--- config.mk ---
export PLATFORM = sky130hd
export DESIGN_NAME = lprct_div
export DESIGN_NICKNAME = d
export VERILOG_FILES = /design/src/rtl/core/lprct_div.sv
export SDC_FILE = /design/constraint.sdc
export NUM_CORES = 1
export LEC_CHECK = 0
export ABC_AREA = 1
export BUFFER_PORTS_ARGS = -buffer_cell sky130_fd_sc_hd__buf_2
export CORE_UTILIZATION = 50
export DETAILED_ROUTE_END_ITERATION = 16
export HOLD_SLACK_MARGIN = 0.08
export PLACE_DENSITY = 0.76
export SLEW_MARGIN = 15
export SYNTH_ARGS = -nofsm -noshare
export SYNTH_HDL_FRONTEND = slang
export SYNTH_SLANG_ARGS = --single-unit
--- constraint.sdc ---
create_clock -name i_clk -period 3.1 [get_ports i_clk]
set_clock_uncertainty 0.1 [all_clocks]
set_input_delay 0.62 -clock i_clk [delete_from_list [all_inputs] [get_ports i_clk]]
set_output_delay 0.62 -clock i_clk [all_outputs]
set_load 0.01 [all_outputs]
--- src/rtl/core/lprct_div.sv ---
`timescale 1ns / 1ps

// Pipelined restoring divider: one quotient bit per stage.
// The starting remainder must be below the divisor.
module lprct_div #(
    parameter int DVD_W = 16,
    parameter int DSR_W = 14
) (
    input  logic             i_clk,
    input  logic [DSR_W-1:0] i_rem,
    input  logic [DVD_W-1:0] i_dividend,
    input  logic [DSR_W-1:0] i_divisor,
    output logic [DVD_W-1:0] o_quot
);

    logic [DSR_W-1:0] r_rem [0:DVD_W-1];
    logic [DVD_W-1:0] r_dvd [0:DVD_W-1];
    logic [DVD_W-1:0] r_quo [0:DVD_W-1];

    genvar k;
    generate
        for (k = 0; k < DVD_W; k++) begin : g_stage
            logic [DSR_W-1:0] rem_in;
            logic [DVD_W-1:0] dvd_in;
            logic [DVD_W-1:0] quo_in;
            logic [DSR_W:0]   cand;
            logic             take;

            if (k == 0) begin : g_first
                assign rem_in = i_rem;
                assign dvd_in = i_dividend;
                assign quo_in = '0;
            end else begin : g_next
                assign rem_in = r_rem[k-1];
                assign dvd_in = r_dvd[k-1];
                assign quo_in = r_quo[k-1];
            end

            // Bring down the next dividend bit and try to subtract.
            assign cand = {rem_in, dvd_in[DVD_W-1]};
            assign take = (cand >= {1'b0, i_divisor});

            always_ff @(posedge i_clk) begin
                r_rem[k] <= take ? DSR_W'(cand - {1'b0, i_divisor}) : cand[DSR_W-1:0];
                r_dvd[k] <= dvd_in << 1;
                r_quo[k] <= {quo_in[DVD_W-2:0], take};
            end
        end
    endgenerate

    assign o_quot = r_quo[DVD_W-1];

endmodule

# == Word level (Yosys, flattened, before mapping) ==
# Memories as Yosys holds them, arrays and structs flattened.
# Cells that the tools add are included.
# op_classes
add_sub_neg,16
n_lt_le_gt_ge,16
mux,16
# op_table
cell,n
$ge 15x14->1,16
$mux 14,16
$sub 14x14->14,16
# totals
reg_bits,0
ram_bits,720
elab_cells,51
memories,3
# mem_list
memory,depth,word_bits,read_ports,rd_clocked_by_memory_dff,wr,line_no,rtl
r_quo,16,16,16,0,16,18,logic [DVD_W-1:0] r_quo [0:DVD_W-1];
r_dvd,16,15,15,0,16,17,logic [DVD_W-1:0] r_dvd [0:DVD_W-1];
r_rem,16,14,15,0,16,16,logic [DSR_W-1:0] r_rem [0:DVD_W-1];

# == Longest topological paths before layout ==
# An unclocked memory read counts as a cell.
# logic_depth
word_depth,3
mapped_depth,13
ltp_nobuf,12

# == Worst setup path before layout ==
# OpenSTA, ideal clock, no wires.
# synth_timing
kind,input -> register
startpoint,input i_divisor[1]
endpoint,memory r_rem[0][13]
arrival_time_ns,2.687
required_ns,2.887
slack_ns,0.200
stages,11
path_buffers,1
cell_sequence,inv_1 > ha_1 > nand2_1 > nand2_1 > nand3_1 > nand2_1 > nand2_2 > nand3_4 > buf_6 > nand3_1 > nand2_1
# synth_lines
element,line_no,rtl
start: declaration,12,"input logic [DSR_W-1:0] i_divisor,"
end: declaration,16,

==> qor.yml <==
placed_design:
  dpl_worst_slack_ps: 299
  dp_hpwl_um: 45300
  routabilityCongestion: 0.954
  portBuffers: 60
cts:
  cts_buffers: 50
  cts_root_buffer: "clkbuf_16"
  clock_latency_ps: 590
  clock_sinks: 466
  clock_path_buffers: 3
  cts_tree: "built"
  cts_resized: 0
  clk_pin_slew_ps: 60
  cts-htree-levels: 2
grt:
  grtUsageTotal: 0.232
  grt_start_max_net_pins: 32
  grt_use_met2: 0.390
  grt_pass1_vias: 20900
  grt.overflow.total: 0
  grt_use_met1: 0.284
  antenna_found_initial: 0
  busiest_layer: "met2"
  grt_pass1_wl_um: 101000
  gr-usage-met3: 0.0475
die:
  rows: 84
  fp.dieH_um: 233
  chipWidth_um: 233
  dieArea_mm2: 0.0544
  start_util: 0.508
  pin_count: 61
  placeableCoreArea_mm2: 0.0527
setup_path:
  ff2ff_setup_slack_ps: 1000
  cp_max_fo: 23
  r2r_cells: 10
  cp-end-kind: "flip-flop"
  path_buf_inv: 4
  critical_path_depth: 12
  start_kind: "primary input"
  crit_required_ps: 3480
  cpMaxStageDelayCell: "ha_1"
  crit_family: "simple AND/OR/NAND/NOR gates"
  crit_type: "in -> reg"
  r2r-start: "r_dvd[0][119]"
  path_cells: "buf_2, inv_1, buf_4, ha_1, nand2_1, inv_1, a21oi_1, nand2_2, nand2_4, nand3_4, nand2_1, o21ai_1"
  crit_path_max_incr_delay_ps: 320
  worstPathArrival_ps: 2600
  timing.rr.end: "r_rem[1][8]"
cells_and_area:
  final_util: 0.568
  mostFrequentLayoutCell: "nand2_1"
  layout_common_cells: "1152 x nand2_1, 656 x inv_1, 466 x dfxtp_1"
  final_nets: 4054
  nFillCells: 4848
  syn_to_final_growth_pct: 11.9
  drive_gt1_frac: 0.0998
routing:
  post_drt_via_cell_ratio: 4.96
  drc: 0
  antenna_left: 0
  wirelength_um: 61600
  vias: 22300
  wl_per_cell_um: 13.7
  first_pass_iters: 6
  drt_iter0_drc: 1317
timing:
  setup_viol: 0
  hold_slack_ps: 185
  relSlewSlack: 0.747
  rsz0062_at_grt: "no"
  worst_pin_slew_ps: 379
  fin_tns_setup_ps: 0
  post-route-period-util: 0.716
  hold_violations: 0
  layout_setup_ws_ps: 881
  min_period_ps: 2220
  fmax_ghz: 0.451
  drv_slew: 0
min_path:
  whs_path_depth: 3
  holdPathEnd: "r_rem[0][3]"
  hold_start: "i_rem[2]"
  hp-class: "in -> reg"
power_and_ir_drop:
  leakagePower_uw: 0.0162
  ir_worst_vdd_v: 0.000578
  p_sw_frac: 0.431
  power_frac_seq: 0.291
  power_frac_clock: 0.209
  switching_power_uw: 14300
  internal_power_uw: 18900
  p_per_area_mw_per_mm2: 1110
  comb_power_share: 0.501
synthesis:
  seq_area_frac_synth: 0.349
  synth_nets: 3940
  ys_types: 38
  ys_warn_count: 0
  synthesis.instances: 3641
  ys_seq_elements: 466
  synthesis.area_mm2: 0.0267
  syn_avg_cell_area_um2: 7.34
job:
  drv_cap: 0
outcome:
  status: "complete, no violations"
-- cells in the mapped netlist --
cell,instances,share of area
nand3_4,16,0.010
buf_6,23,0.0097
or2_1,9,0.0021
and2_1,26,0.0061
nand4_4,14,0.011
dfxtp_1,466,0.35
inv_1,657,0.092
o21ai_0,2,0.00037
nand2_1,1152,0.16
a21o_1,14,0.0039
o21ai_2,23,0.0075
fa_1,15,0.011
nor2_2,35,0.0082
nor3_2,3,0.0011
ha_1,239,0.11
o21ai_1,98,0.018
xnor2_1,37,0.012
buf_8,4,0.0022
nand2_4,10,0.0042
xor2_1,68,0.022
and2_4,3,0.00098
a21oi_1,85,0.016
nor3_1,3,0.00056
inv_2,13,0.0018
buf_12,3,0.0022
nor2_4,8,0.0034
o21bai_1,1,0.00028
nand3_1,200,0.037
nand3b_1,15,0.0042
and2_2,1,0.00028
nor2_1,163,0.023
nand4_1,147,0.034
o211ai_1,1,0.00028
nor3_4,3,0.0018
nand2_2,51,0.012
nand3_2,17,0.0064
clkinv_1,1,0.00014
a21oi_4,15,0.0091
-- layer usage --
metal / vias to the layer above / part of all wire / wire (um)
met5: - / 0 / 0
met4: 0 / 0.041 / 2510
met3: 154 / 0.067 / 4140
met2: 611 / 0.46 / 28200
met1: 9838 / 0.43 / 26700
li1: 11700 / - / -
-- area by class of cell --
class                           count  area, um^2  share of cell area
Clock inverter                     31         542              0.0181
Inverter                          671        2520              0.0842
Tap cell                          688         861              0.0288
Sequential cell                   466        9330               0.312
Timing Repair Buffer               92         728              0.0244
Antenna cell                        1        2.50           0.0000837
Multi-Input combinational cell   2474       14500               0.485
Clock buffer                       63        1410              0.0473
-- power groups by stage --
| stage | sequential [uW] | combinational (uW) | clock (uW) |
|---|---|---|---|
| 2_1_floorplan | 9220 | 14000 | 0 |
| 4_1_cts | 9690 | 16600 | 7100 |
| 6_report | 9670 | 16700 | 6940 |
| 5_1_grt | 9870 | 19000 | 7360 |
| 3_3_place_gp | 9800 | 16100 | 0 |
| 3_5_place_dp | 9800 | 16400 | 0 |
-- state kept, by name (all words and copies together) (netlist names) --
signal,cells
r_rem,210
r_quo,136
r_dvd,120
-- worst max-delay path by stage --
| stage | startpoint | endpoint |
|---|---|---|
| floorplan | i_divisor[1] | r_rem[0][13] |
| global placement | i_divisor[1] | r_rem[0][10] |
| detailed placement | i_divisor[6] | r_rem[1][52] |
| CTS | i_divisor[6] | r_rem[1][52] |
| global route | i_divisor[6] | r_rem[1][68] |
| finish | i_divisor[6] | r_rem[1][52] |
-- worst register-to-register path: cells and delay by family (launching register included) --
family | cells | cell delay (ps)
adder cells (fa/ha/maj) | 2 | 610
flip-flops | 1 | 340
AO/OA/AOI/OAI | 1 | 220
buffers and inverters | 2 | 170
AND/OR/NAND/NOR | 4 | 440
XOR/XNOR | 1 | 140
-- logic make-up (layout without fill, tap and decap cells) --
kind of cell	count (synthesis)	in the layout	share of synthesized area
AND/OR/NAND/NOR	1876	1876	0.329
XOR/XNOR	105	105	0.0344
adder cells (fa/ha/maj)	254	254	0.123
buffers and inverters	701	857	0.108
AO/OA/AOI/OAI	239	239	0.0558
other	0	1	0
flip-flops	466	466	0.349
-- metrics by stage --
step                std cells  power, uW  area (um^2)
floorplan                3641      23200        26700
global placement         4376      25900        27800
detailed placement       4376      26200        27800
CTS                      4485      33300        29900
global route             4485      36300        29900
finish                   4486      33300        29900
-- repair_timing --
item	in CTS	in global routing
setup buffers	0	0
hold endpoints to repair	15	0
hold buffers	15	0
No activity file was read; power rests on OpenSTA's default activity.
